### src/sv/kpsd_pkg.sv
// Package for the keypad scanner with digit entry: sizes, codes and shared types.
package kpsd_pkg;

    // Digit buffer and keypad geometry
    localparam int NUM_DIGITS = 8;
    localparam int NUM_ROWS   = 4;
    localparam int OUT_DIGITS = 8;

    localparam int ROW_W   = 2;
    localparam int DIGIT_W = 5;
    localparam int KEY_W   = 4;
    localparam int FILL_W  = 5;
    localparam int COL_W   = 4;

    // Digit value that shows nothing
    localparam logic [DIGIT_W-1:0] BLANK_DIGIT = 5'd16;
    // Fill position one before position 0 (left entry, empty buffer)
    localparam logic [FILL_W-1:0] FILL_BEFORE_START = 5'd31;

    // Column readback codes of a single pressed key
    localparam logic [COL_W-1:0] COL_FIRST  = 4'b1000;
    localparam logic [COL_W-1:0] COL_SECOND = 4'b0100;
    localparam logic [COL_W-1:0] COL_THIRD  = 4'b0010;
    localparam logic [COL_W-1:0] COL_FOURTH = 4'b0001;

    typedef logic [DIGIT_W-1:0] t_digit;
    typedef logic [ROW_W-1:0]   t_row;
    typedef logic [KEY_W-1:0]   t_key;
    typedef logic [FILL_W-1:0]  t_fill;

endpackage

### src/sv/kpsd_if.sv
// Handshake channels of the keypad scanner: poll item in, result item out.
interface kpsd_in_if;
    logic                           valid;
    logic                           ready;
    logic [kpsd_pkg::COL_W-1:0]     column_bits;
    logic                           mode_switch;

    modport source (output valid, output column_bits, output mode_switch, input ready);
    modport sink   (input valid, input column_bits, input mode_switch, output ready);
endinterface

interface kpsd_out_if;
    logic                           valid;
    logic                           ready;
    logic [kpsd_pkg::ROW_W-1:0]     next_row;
    logic [kpsd_pkg::DIGIT_W-1:0]   digit_0;
    logic [kpsd_pkg::DIGIT_W-1:0]   digit_1;
    logic [kpsd_pkg::DIGIT_W-1:0]   digit_2;
    logic [kpsd_pkg::DIGIT_W-1:0]   digit_3;
    logic [kpsd_pkg::DIGIT_W-1:0]   digit_4;
    logic [kpsd_pkg::DIGIT_W-1:0]   digit_5;
    logic [kpsd_pkg::DIGIT_W-1:0]   digit_6;
    logic [kpsd_pkg::DIGIT_W-1:0]   digit_7;
    logic                           from_right;
    logic                           display_changed;

    modport source (output valid, output next_row, output digit_0, output digit_1,
                    output digit_2, output digit_3, output digit_4, output digit_5,
                    output digit_6, output digit_7, output from_right,
                    output display_changed, input ready);
    modport sink   (input valid, input next_row, input digit_0, input digit_1,
                    input digit_2, input digit_3, input digit_4, input digit_5,
                    input digit_6, input digit_7, input from_right,
                    input display_changed, output ready);
endinterface

### src/sv/keypad_scan_digit_entry.sv
// Top level: 4x4 keypad row scanner with an eight-digit entry buffer.
//
// Each input item is one poll of the keypad: the column readback of the row
// that is driven now and the state of mode switch one. The block decodes the
// key (row*4 + 1..4, where the last key wraps to 0), qualifies press and
// release against the scan slot and the key that is held, and shifts a newly
// pressed key into the digit buffer from the right or from the left, with a
// fill position that saturates. A rising edge of the mode switch blanks all
// digits (value 16) and reverses the entry direction; it is handled before the
// key of the same poll. Every poll gives one result item: the row to drive on
// the next poll and the whole buffer. The block takes one item per clock while
// the result side is ready, and the result appears in the cycle after the item
// is accepted, set by the single result register, which also decouples the two
// sides so a new item is taken while the last result is being taken. Reset starts at
// row 0, right entry, fill position at the digit count, no key held, buffer blank.
module keypad_scan_digit_entry (
    input  logic         i_clk,
    input  logic         i_rst_n,
    kpsd_in_if.sink      i_item,
    kpsd_out_if.source   o_result
);

    // Scanner and buffer state
    kpsd_pkg::t_row   r_scan_row,   n_scan_row;
    kpsd_pkg::t_row   r_held_slot,  n_held_slot;
    kpsd_pkg::t_key   r_held_key,   n_held_key;
    logic             r_key_held,   n_key_held;
    logic             r_switch_held, n_switch_held;
    logic             r_enter_right, n_enter_right;
    kpsd_pkg::t_fill  r_fill,       n_fill;
    kpsd_pkg::t_digit r_digit [kpsd_pkg::NUM_DIGITS];
    kpsd_pkg::t_digit n_digit [kpsd_pkg::NUM_DIGITS];

    // Result register
    logic             r_out_valid;
    kpsd_pkg::t_row   r_out_row;
    kpsd_pkg::t_digit r_out_digit [kpsd_pkg::OUT_DIGITS];
    logic             r_out_right;
    logic             r_out_changed;

    // Per-poll combinational values
    logic             in_accept;
    logic             key_valid;
    logic             key_entry;
    kpsd_pkg::t_key   key_code;
    logic [kpsd_pkg::KEY_W:0] key_sum;
    logic [2:0]       col_offset;
    logic             changed;
    kpsd_pkg::t_fill  start_pos;
    kpsd_pkg::t_digit src_digit [kpsd_pkg::NUM_DIGITS];
    kpsd_pkg::t_digit out_digit [kpsd_pkg::OUT_DIGITS];

    // Accept a new poll whenever the result register is empty or being drained
    assign i_item.ready = !r_out_valid || o_result.ready;
    assign in_accept    = i_item.valid && i_item.ready;

    // Key decode: single-bit column codes only, anything else means no key
    always_comb begin
        col_offset = 3'd0;
        key_valid  = 1'b1;
        unique case (i_item.column_bits)
            kpsd_pkg::COL_FIRST:  col_offset = 3'd1;
            kpsd_pkg::COL_SECOND: col_offset = 3'd2;
            kpsd_pkg::COL_THIRD:  col_offset = 3'd3;
            kpsd_pkg::COL_FOURTH: col_offset = 3'd4;
            default:              key_valid  = 1'b0;
        endcase
        key_sum  = {1'b0, r_scan_row, 2'b00} + {2'b00, col_offset};
        // The last key of the last row reads 16 and wraps to 0: drop the carry
        key_code = key_sum[kpsd_pkg::KEY_W-1:0];
    end

    // Next state for one poll: switch edge first, then row advance, release, entry
    always_comb begin
        n_switch_held = i_item.mode_switch;
        n_enter_right = r_enter_right;
        n_fill        = r_fill;
        n_held_slot   = r_held_slot;
        n_held_key    = r_held_key;
        changed       = 1'b0;
        for (int i = 0; i < kpsd_pkg::NUM_DIGITS; i++) begin
            n_digit[i] = r_digit[i];
        end

        // Switch edge: blank the buffer and flip the entry direction
        if (i_item.mode_switch && !r_switch_held) begin
            for (int i = 0; i < kpsd_pkg::NUM_DIGITS; i++) begin
                n_digit[i] = kpsd_pkg::BLANK_DIGIT;
            end
            n_enter_right = !r_enter_right;
            n_fill        = r_enter_right ? kpsd_pkg::FILL_BEFORE_START
                                          : kpsd_pkg::t_fill'(kpsd_pkg::NUM_DIGITS);
            changed       = 1'b1;
        end

        // Advance the row, wrapping at the row count
        if (r_scan_row == kpsd_pkg::t_row'(kpsd_pkg::NUM_ROWS - 1)) begin
            n_scan_row = '0;
        end else begin
            n_scan_row = r_scan_row + kpsd_pkg::t_row'(1);
        end

        // Release: back in the held slot and the reading no longer matches
        n_key_held = r_key_held;
        if (r_key_held && (r_held_slot == n_scan_row) &&
            (!key_valid || (r_held_key != key_code))) begin
            n_key_held = 1'b0;
        end

        for (int i = 0; i < kpsd_pkg::NUM_DIGITS; i++) begin
            src_digit[i] = n_digit[i];
        end
        start_pos = '0;

        // Entry of a fresh key
        key_entry = key_valid && !n_key_held;
        if (key_entry) begin
            n_held_slot = n_scan_row;
            n_held_key  = key_code;
            n_key_held  = 1'b1;
            changed     = 1'b1;
            if (n_enter_right) begin
                if (n_fill != '0) begin
                    n_fill = n_fill - kpsd_pkg::t_fill'(1);
                end
                for (int i = 0; i < kpsd_pkg::NUM_DIGITS - 1; i++) begin
                    if (kpsd_pkg::t_fill'(i) >= n_fill) begin
                        n_digit[i] = src_digit[i + 1];
                    end
                end
                n_digit[kpsd_pkg::NUM_DIGITS - 1] = kpsd_pkg::t_digit'(key_code);
            end else begin
                if (n_fill != kpsd_pkg::t_fill'(kpsd_pkg::NUM_DIGITS - 1)) begin
                    n_fill = n_fill + kpsd_pkg::t_fill'(1);
                end
                start_pos = (n_fill > kpsd_pkg::t_fill'(kpsd_pkg::NUM_DIGITS - 1))
                            ? kpsd_pkg::t_fill'(kpsd_pkg::NUM_DIGITS - 1) : n_fill;
                for (int i = 1; i < kpsd_pkg::NUM_DIGITS; i++) begin
                    if (kpsd_pkg::t_fill'(i) <= start_pos) begin
                        n_digit[i] = src_digit[i - 1];
                    end
                end
                n_digit[0] = kpsd_pkg::t_digit'(key_code);
            end
        end
    end

    // Reported digits: positions past the buffer read blank
    always_comb begin
        for (int j = 0; j < kpsd_pkg::OUT_DIGITS; j++) begin
            if (j < kpsd_pkg::NUM_DIGITS) begin
                out_digit[j] = n_digit[j];
            end else begin
                out_digit[j] = kpsd_pkg::BLANK_DIGIT;
            end
        end
    end

    // State registers: advance only on an accepted poll
    always_ff @(posedge i_clk) begin
        if (!i_rst_n) begin
            r_scan_row    <= '0;
            r_held_slot   <= '0;
            r_held_key    <= '0;
            r_key_held    <= 1'b0;
            r_switch_held <= 1'b0;
            r_enter_right <= 1'b1;
            r_fill        <= kpsd_pkg::t_fill'(kpsd_pkg::NUM_DIGITS);
            for (int i = 0; i < kpsd_pkg::NUM_DIGITS; i++) begin
                r_digit[i] <= kpsd_pkg::BLANK_DIGIT;
            end
        end else if (in_accept) begin
            r_scan_row    <= n_scan_row;
            r_held_slot   <= n_held_slot;
            r_held_key    <= n_held_key;
            r_key_held    <= n_key_held;
            r_switch_held <= n_switch_held;
            r_enter_right <= n_enter_right;
            r_fill        <= n_fill;
            for (int i = 0; i < kpsd_pkg::NUM_DIGITS; i++) begin
                r_digit[i] <= n_digit[i];
            end
        end
    end

    // Result valid: set on accept, clear when taken with nothing new behind it
    always_ff @(posedge i_clk) begin
        if (!i_rst_n) begin
            r_out_valid <= 1'b0;
        end else if (in_accept) begin
            r_out_valid <= 1'b1;
        end else if (o_result.ready) begin
            r_out_valid <= 1'b0;
        end
    end

    // Result payload: load on accept, hold otherwise
    always_ff @(posedge i_clk) begin
        if (in_accept) begin
            r_out_row     <= n_scan_row;
            r_out_right   <= n_enter_right;
            r_out_changed <= changed;
            for (int j = 0; j < kpsd_pkg::OUT_DIGITS; j++) begin
                r_out_digit[j] <= out_digit[j];
            end
        end
    end

    assign o_result.valid           = r_out_valid;
    assign o_result.next_row        = r_out_row;
    assign o_result.digit_0         = r_out_digit[0];
    assign o_result.digit_1         = r_out_digit[1];
    assign o_result.digit_2         = r_out_digit[2];
    assign o_result.digit_3         = r_out_digit[3];
    assign o_result.digit_4         = r_out_digit[4];
    assign o_result.digit_5         = r_out_digit[5];
    assign o_result.digit_6         = r_out_digit[6];
    assign o_result.digit_7         = r_out_digit[7];
    assign o_result.from_right      = r_out_right;
    assign o_result.display_changed = r_out_changed;

`ifndef ASSERT_OFF
    // Fill position stays in the range of its entry direction
    a_fill_range: assert property (@(posedge i_clk) disable iff (!i_rst_n)
        (r_enter_right ? (r_fill <= kpsd_pkg::t_fill'(kpsd_pkg::NUM_DIGITS))
                       : ((r_fill <= kpsd_pkg::t_fill'(kpsd_pkg::NUM_DIGITS - 1)) ||
                          (r_fill == kpsd_pkg::FILL_BEFORE_START))))
        else $error("fill position out of range");

    // An accepted poll always leaves a result waiting
    a_result_after_accept: assert property (@(posedge i_clk) disable iff (!i_rst_n)
        in_accept |=> r_out_valid)
        else $error("accepted poll produced no result");

    // Reported next row is the row the scanner now drives
    a_row_matches: assert property (@(posedge i_clk) disable iff (!i_rst_n)
        in_accept |=> (o_result.next_row == r_scan_row))
        else $error("next row does not match scan row");

    // The row steps by one on every poll
    a_row_steps: assert property (@(posedge i_clk) disable iff (!i_rst_n)
        in_accept |=> (r_scan_row ==
            (($past(r_scan_row) == kpsd_pkg::t_row'(kpsd_pkg::NUM_ROWS - 1)) ? '0
                : $past(r_scan_row) + kpsd_pkg::t_row'(1))))
        else $error("scan row did not advance");

    // A key shift into the buffer always marks the display as changed
    a_entry_changes: assert property (@(posedge i_clk) disable iff (!i_rst_n)
        (in_accept && key_entry) |=> r_out_changed)
        else $error("key entry not flagged as display change");
`endif

endmodule
### src/flat_wrapper.sv
// flat-port wrapper written by rule: the top's interface ports become plain ports
module keypad_scan_digit_entry_flat 
  (i_clk, i_rst_n, i_item_valid, i_item_column_bits, i_item_mode_switch, i_item_ready, o_result_valid, o_result_next_row, o_result_digit_0, o_result_digit_1, o_result_digit_2, o_result_digit_3, o_result_digit_4, o_result_digit_5, o_result_digit_6, o_result_digit_7, o_result_from_right, o_result_display_changed, o_result_ready);
  kpsd_in_if i_item_i ();
  kpsd_out_if o_result_i ();
  input  logic i_clk;
  input  logic i_rst_n;
  input wire logic [$bits(i_item_i.valid)-1:0] i_item_valid;
  input wire logic [$bits(i_item_i.column_bits)-1:0] i_item_column_bits;
  input wire logic [$bits(i_item_i.mode_switch)-1:0] i_item_mode_switch;
  output wire logic [$bits(i_item_i.ready)-1:0] i_item_ready;
  output wire logic [$bits(o_result_i.valid)-1:0] o_result_valid;
  output wire logic [$bits(o_result_i.next_row)-1:0] o_result_next_row;
  output wire logic [$bits(o_result_i.digit_0)-1:0] o_result_digit_0;
  output wire logic [$bits(o_result_i.digit_1)-1:0] o_result_digit_1;
  output wire logic [$bits(o_result_i.digit_2)-1:0] o_result_digit_2;
  output wire logic [$bits(o_result_i.digit_3)-1:0] o_result_digit_3;
  output wire logic [$bits(o_result_i.digit_4)-1:0] o_result_digit_4;
  output wire logic [$bits(o_result_i.digit_5)-1:0] o_result_digit_5;
  output wire logic [$bits(o_result_i.digit_6)-1:0] o_result_digit_6;
  output wire logic [$bits(o_result_i.digit_7)-1:0] o_result_digit_7;
  output wire logic [$bits(o_result_i.from_right)-1:0] o_result_from_right;
  output wire logic [$bits(o_result_i.display_changed)-1:0] o_result_display_changed;
  input wire logic [$bits(o_result_i.ready)-1:0] o_result_ready;
  assign i_item_i.valid = i_item_valid;
  assign i_item_i.column_bits = i_item_column_bits;
  assign i_item_i.mode_switch = i_item_mode_switch;
  assign i_item_ready = i_item_i.ready;
  assign o_result_valid = o_result_i.valid;
  assign o_result_next_row = o_result_i.next_row;
  assign o_result_digit_0 = o_result_i.digit_0;
  assign o_result_digit_1 = o_result_i.digit_1;
  assign o_result_digit_2 = o_result_i.digit_2;
  assign o_result_digit_3 = o_result_i.digit_3;
  assign o_result_digit_4 = o_result_i.digit_4;
  assign o_result_digit_5 = o_result_i.digit_5;
  assign o_result_digit_6 = o_result_i.digit_6;
  assign o_result_digit_7 = o_result_i.digit_7;
  assign o_result_from_right = o_result_i.from_right;
  assign o_result_display_changed = o_result_i.display_changed;
  assign o_result_i.ready = o_result_ready;
  keypad_scan_digit_entry u_core (.i_clk(i_clk), .i_rst_n(i_rst_n), .i_item(i_item_i), .o_result(o_result_i));
endmodule
### config.mk
export PLATFORM = sky130hd
export DESIGN_NAME = keypad_scan_digit_entry_flat
export DESIGN_NICKNAME = d
export VERILOG_FILES = /design/src/sv/kpsd_pkg.sv /design/src/sv/kpsd_if.sv /design/src/sv/keypad_scan_digit_entry.sv /design/src/flat_wrapper.sv
export SDC_FILE = /design/constraint.sdc
export NUM_CORES = 1
export LEC_CHECK = 0
export ABC_AREA = 1
export BUFFER_PORTS_ARGS = -buffer_cell sky130_fd_sc_hd__buf_2
export CAP_MARGIN = 20
export CELL_PAD_IN_SITES_DETAIL_PLACEMENT = 0
export CELL_PAD_IN_SITES_GLOBAL_PLACEMENT = 2
export CORE_MARGIN = 3
export CORE_UTILIZATION = 31
export DETAILED_ROUTE_END_ITERATION = 8
export MAX_ROUTING_LAYER = met4
export PLACE_DENSITY = 0.85
export SLEW_MARGIN = 15
export SYNTH_ARGS = -nofsm -noshare
export SYNTH_HDL_FRONTEND = slang
export SYNTH_SLANG_ARGS = --single-unit
### constraint.sdc
create_clock -name i_clk -period 3.15 [get_ports i_clk]
set_input_delay 0.63 -clock i_clk [delete_from_list [all_inputs] [get_ports i_clk]]
set_output_delay 0.63 -clock i_clk [all_outputs]
set_load 0.03 [all_outputs]
=== Word level (Yosys, flattened, before mapping) ===
Memories as Yosys holds them, arrays and structs flattened.
Index checks and enable logic that the tools add are counted.

* Register bits: 21
* RAM bits: 80
* Bits of input ports: 9
* Output and inout port bits: 46
* Logic and storage cells: 114
* Memories: 2

{| class="wikitable"
|+ Memory list
! memory !! words !! bits a word !! rd ports !! clocked after memory_dff !! write ports !! line !! text
|-
| u_core.r_digit || 8 || 5 || 8 || 0 || 8 || keypad_scan_digit_entry.sv:31 || <nowiki>kpsd_pkg::t_digit r_digit [kpsd_pkg::NUM_DIGITS];</nowiki>
|-
| u_core.r_out_digit || 8 || 5 || 8 || 0 || 8 || keypad_scan_digit_entry.sv:37 || <nowiki>kpsd_pkg::t_digit r_out_digit [kpsd_pkg::OUT_DIGITS];</nowiki>
|}

* $add $sub $neg: 4
* $lt $le $gt $ge: 15
* Eq/ne operators: 8
* Mux-type cells: 50
* Bitwise logic cells: 8
* Reductions and logical operators: 16

{| class="wikitable"
|+ Operators by type and width
! kind !! count
|-
| 5-bit two-way mux || 33
|-
| 40-bit two-way mux || 3
|-
| 3-bit by 5-bit less-or-equal comparator with 1-bit output (first input constant) || 4
|-
| 3-bit by 5-bit >= comparator with 1-bit output (first input constant) || 3
|-
| 1-bit two-way mux || 12
|-
| 3-bit one-hot mux with 4 select lines || 1
|-
| 1-bit by 5-bit >= comparator with 1-bit output (first input constant) || 2
|-
| 2-bit by 5-bit >= comparator with 1-bit output (first input constant) || 2
|-
| 2-bit by 5-bit less-or-equal comparator with 1-bit output (first input constant) || 2
|-
| 1-bit bitwise OR || 8
|-
| 5-bit by 1-bit adder with 5-bit output (second input constant) || 1
|-
| 5-bit by 3-bit > comparator with 1-bit output (second input constant) || 1
|-
| 1-bit by 5-bit less-or-equal comparator with 1-bit output (first input constant) || 1
|-
| 1-bit logical AND || 5
|-
| 1-bit logical NOT || 5
|-
| 5-bit by 3-bit inequality test with 1-bit output (second input constant) || 1
|-
| 5-bit nonzero test || 1
|-
| 5-bit by 1-bit subtractor with 5-bit output (second input constant) || 1
|-
| 4-bit by 3-bit adder with 4-bit output || 1
|-
| 4-bit by 1-bit == test with 1-bit output (second input constant) || 1
|-
| 4-bit by 2-bit == test with 1-bit output (second input constant) || 1
|-
| 4-bit by 3-bit == test with 1-bit output (second input constant) || 1
|-
| 4-bit == test (second input constant) || 1
|-
| 4-bit inequality test || 1
|-
| 8 further kinds || 9
|}

=== Logic depth before layout (Yosys ltp) ===
* Depth in word-level cells: 17
* Gate-level depth with buffers: 19
* Mapped depth without buffers: 18

=== Worst setup path after synthesis ===
Ideal clock, no wire load.

* Kind: input to register
* Start: input port o_result_ready
* End: memory u_core.r_digit[0][0] in the netlist's numbering (enable)
* Library setup time: 0.398 ns
* Arrival time: 3.171 ns
* Data required time: 2.752 ns
* Path slack: -0.419 ns
* Cell stages on the path: 6
* Buffers on the path: 0
* Path through: inv_1 -> nand2_1 -> nand2_1 -> inv_1 -> nor2_1 -> inv_1

{| class="wikitable"
|+ RTL lines
! item !! line !! text
|-
| start, declared || flat_wrapper.sv:24 || <nowiki>input wire logic [$bits(o_result_i.ready)-1:0] o_result_ready;</nowiki>
|-
| end, declared || keypad_scan_digit_entry.sv:31 ||
|}

==> results.json <==
{
  "finish.net_count": 865,
  "cts_hold_buffers": 0,
  "worst_pin_slew_ps": 697.9,
  "power_density_nw_per_um2": 509.3,
  "critical_path.startpoint": "i_item_column_bits[3]",
  "slew_viol_final": 0,
  "die_width_um": 143.4,
  "track_usage_pct": 18.65,
  "netlist_instances": 780,
  "core_um2": 18270,
  "clock_edge_transition_at_the_registers_on_the_reported_setup_and_hold_paths_ps": 70,
  "instance_count_after_placement_with_tap_cells_included": 1071,
  "setup_tns_ps": 0,
  "detail_route.wirelength.met1_mm": 8.589,
  "synth_nets": 792,
  "avgRoutedWirePerCell_um": 16.72,
  "post_synth_main_area_contributors": "sky130_fd_sc_hd__edfxtp_1, sky130_fd_sc_hd__nand2_1, sky130_fd_sc_hd__nand3_1, sky130_fd_sc_hd__dfxtp_1, sky130_fd_sc_hd__inv_1",
  "synth_area_leader_cell": "sky130_fd_sc_hd__edfxtp_1",
  "synth_most_common_cell": "sky130_fd_sc_hd__nand2_1",
  "setup_ws_ps": 487.0,
  "multi_input_logic_area_um2": 2529,
  "yosys_register_bits": 101,
  "synth-seq-area-share_pct": 48.94,
  "areaGrowthSynthToFinish_pct": 17.43,
  "met2RoutedLength_mm": 8.602,
  "postSynth.asyncResetShare_pct": 0,
  "max_freq_mhz": 375.5,
  "clockRootBuffer": "sky130_fd_sc_hd__clkbuf_16",
  "resized_gates_after_cts": 0,
  "rsz0062_at_grt": "false",
  "layout_min_cycle_time_ps": 2663,
  "syn-cell-area_um2": 5849,
  "grt_pass1_wl_mm": 28.75,
  "drt_iter0_drc": 510,
  "dpl.hpwl_mm": 13.05,
  "dp_slack_ps": 136.7,
  "detailroute.via_count": 5337,
  "rr_startpoint": "u_core.r_switch_held$_SDFFE_PN0P_",
  "first_global_vias": 5233,
  "global_placement_routability_congestion": 0.9010,
  "final-seq-area_um2": 2863,
  "detail_route.first_pass.iterations": 6,
  "placement.cell_area_um2": 6603,
  "antenna_cells": 0,
  "wl_mm": 18.17,
  "synth-warning-count": 0,
  "grt_antenna_before_repair": 0,
  "critical_path.endpoint_type": "flop",
  "worstHoldStart": "u_core.r_fill[0]$_SDFFE_PN0P_",
  "post_drt_via_cell_ratio": 4.910,
  "gr-total-overflow": 0,
  "worst_hold_path_type": "reg -> reg",
  "period_share_pct": 84.54,
  "power_leakage_nw": 3.206,
  "relative_slew_margins_pct": 53.47,
  "met3_length_um": 669,
  "synth-edff-count": 84,
  "critical_path_arrival_ps": 2780,
  "remaining_drc_errors": 0,
  "postCtsSetupRepairBufs": 0,
  "synth.avg_cell_area_um2": 7.499,
  "tritoncts_num_sinks": 101,
  "io_pins": 55,
  "cp.required_ps": 3270,
  "synth_ff_type": "sky130_fd_sc_hd__edfxtp_1",
  "route.antenna.remaining_nets": 0,
  "cts_buffer_depth": 2,
  "final.setup_skew_ps": 7.928,
  "worst_skew_pair.late_latency_ps": 360,
  "total_non_filler_cell_area_in_the_finished_layout_um2": 6869,
  "status": "completed",
  "yosys.cell_types.count": 35,
  "final-setup-viol-count": 0,
  "stdcell_count": 1087,
  "initial_core_util_pct": 32.02,
  "synth.top_cells.by_count": "sky130_fd_sc_hd__nand2_1, sky130_fd_sc_hd__edfxtp_1, sky130_fd_sc_hd__inv_1",
  "critical_path_class": "in -> reg",
  "routed.top_layer": "met4",
  "cts_tree": "done",
  "cap_viol_max_count": 0,
  "crit_fanout": 15,
  "yosysTopAreaCellShare_pct": 43.12,
  "height_of_the_chip_um": 143.4,
  "finalHoldViolCount": 0,
  "irDropWorstVdd_uv": 253.8,
  "placement.io_buffers": 54,
  "num_cts_buffers": 9,
  "critPathLaunchType": "primary input",
  "row_count": 49,
  "cts_htree_levels": 3,
  "die_area_um2": 20550,
  "grt_max_degree": 48,
  "share_of_post_route_cells_with_drive_strength_above_1_pct": 15.50,
  "nFillCells": 1954
}
==> registers in the layout, indices dropped and copies added (netlist names) <==
register and flops:
u_core.r_held_key 4, u_core.o_result.valid 1, u_core.r_fill 5, u_core.r_digit 40, u_core.r_held_slot 2, u_core.o_result.from_right 1, u_core.o_result.next_row 2, u_core.r_key_held 1
u_core.r_enter_right 1, u_core.o_result.display_changed 1, u_core.r_switch_held 1, u_core.r_out_digit 40, u_core.r_scan_row 2
==> per-stage QoR <==
| stage | total power [W] | hold WS [ps] | util, % |
|---|---|---|---|
| global placement | 0.002476 | 443.7 | 36.14 |
| floorplan | 0.002189 | 426.2 | - |
| global route | 0.003676 | 494.3 | 37.60 |
| finish | 0.003499 | 461.1 | 37.60 |
| detailed placement | 0.002475 | 447.4 | 36.14 |
| CTS | 0.003528 | 459.7 | 37.60 |
==> power by group <==
| part | internal [W] | switching [W] | total (W) | leakage, nW |
|---|---|---|---|---|
| Sequential | 0.00157 | 0.0000389 | 0.00160 | 0.974 |
| Clock | 0.000531 | 0.000522 | 0.00105 | 0.128 |
| Combinational | 0.000235 | 0.000607 | 0.000842 | 2.10 |
| Total | 0.00233 | 0.00117 | 0.00350 | 3.21 |
==> area by class of cell <==
| cell class | instances | share of cell area (%) |
|---|---|---|
| Clock buffer | 9 | 3.279 |
| Clock inverter | 7 | 0.6011 |
| Inverter | 95 | 5.301 |
| Multi-Input combinational cell | 560 | 36.81 |
| Sequential cell | 101 | 41.68 |
| Tap cell | 229 | 4.171 |
| Timing Repair Buffer | 86 | 8.160 |
==> metal layers <==
| metal | GRT usage, % | up-vias |
|---|---|---|
| met1 | 24.37 | 2477 |
| met5 | - | - |
| li1 | - | 2699 |
| met3 | 2.629 | 24 |
| met2 | 30.05 | 137 |
| met4 | 5.946 | 0 |
==> placed cells by master (no fill, tap or decap), types with 2 or more instances in the layout <==
cell type	count
sky130_fd_sc_hd__nand3_2	3
sky130_fd_sc_hd__ha_1	3
sky130_fd_sc_hd__nand3_1	72
sky130_fd_sc_hd__nor2_4	3
sky130_fd_sc_hd__clkinvlp_4	3
sky130_fd_sc_hd__inv_2	11
sky130_fd_sc_hd__a21oi_1	38
sky130_fd_sc_hd__inv_1	82
sky130_fd_sc_hd__clkinv_1	3
sky130_fd_sc_hd__buf_2	54
sky130_fd_sc_hd__o22ai_1	2
sky130_fd_sc_hd__o21ai_1	8
sky130_fd_sc_hd__clkbuf_16	9
sky130_fd_sc_hd__o211ai_1	6
sky130_fd_sc_hd__a21oi_2	2
sky130_fd_sc_hd__nand2_2	6
sky130_fd_sc_hd__buf_4	28
sky130_fd_sc_hd__nor3_1	4
sky130_fd_sc_hd__dfxtp_1	17
sky130_fd_sc_hd__nor2_1	76
sky130_fd_sc_hd__nor2_2	3
sky130_fd_sc_hd__edfxtp_1	84
sky130_fd_sc_hd__o21ai_0	32
sky130_fd_sc_hd__nand4_1	12
sky130_fd_sc_hd__nand2_1	279
sky130_fd_sc_hd__buf_12	4
==> cells by family after synthesis <==
| kind of cell | Yosys count | synth area share, % |
|---|---|---|
| AO/OA/AOI/OAI | 93 | 8.834 |
| adder cells (fa/ha/maj) | 3 | 0.6418 |
| flip-flops | 101 | 48.94 |
| AND/OR/NAND/NOR | 462 | 33.33 |
| XOR/XNOR | 2 | 0.2995 |
| buffers and inverters | 119 | 7.957 |
==> critical path, stage by stage <==
cell                      delay, ps
sky130_fd_sc_hd__buf_2          110
sky130_fd_sc_hd__nor2_1         130
sky130_fd_sc_hd__nand3_1        100
sky130_fd_sc_hd__inv_1           70
sky130_fd_sc_hd__ha_1           240
sky130_fd_sc_hd__xnor2_1        140
sky130_fd_sc_hd__nand3_1         90
sky130_fd_sc_hd__nor2_1         120
sky130_fd_sc_hd__nand3_1         90
sky130_fd_sc_hd__nand2_1        120
sky130_fd_sc_hd__nand2_1        120
sky130_fd_sc_hd__nand2_4        220
sky130_fd_sc_hd__nor2_2          70
sky130_fd_sc_hd__buf_4          210
sky130_fd_sc_hd__nand3_1         80
sky130_fd_sc_hd__nand3_1        110
sky130_fd_sc_hd__nand2_1         80
sky130_fd_sc_hd__inv_1           40
==> path summary, 6_finish.rpt <==
kind / to / cells after the start / slack [ps]
setup / recovery: u_core.r_digit[0][10]$_SDFFCE_PN0P_ / 18 / 490
hold / removal: u_core.r_fill[0]$_SDFFE_PN0P_ / 2 / 460
setup reg to reg: u_core.r_digit[0][17]$_SDFFCE_PN0P_ / 15 / 550
hold reg to reg: u_core.r_fill[0]$_SDFFE_PN0P_ / 2 / 460
Note: power is estimated with default switching activity, not from simulation.
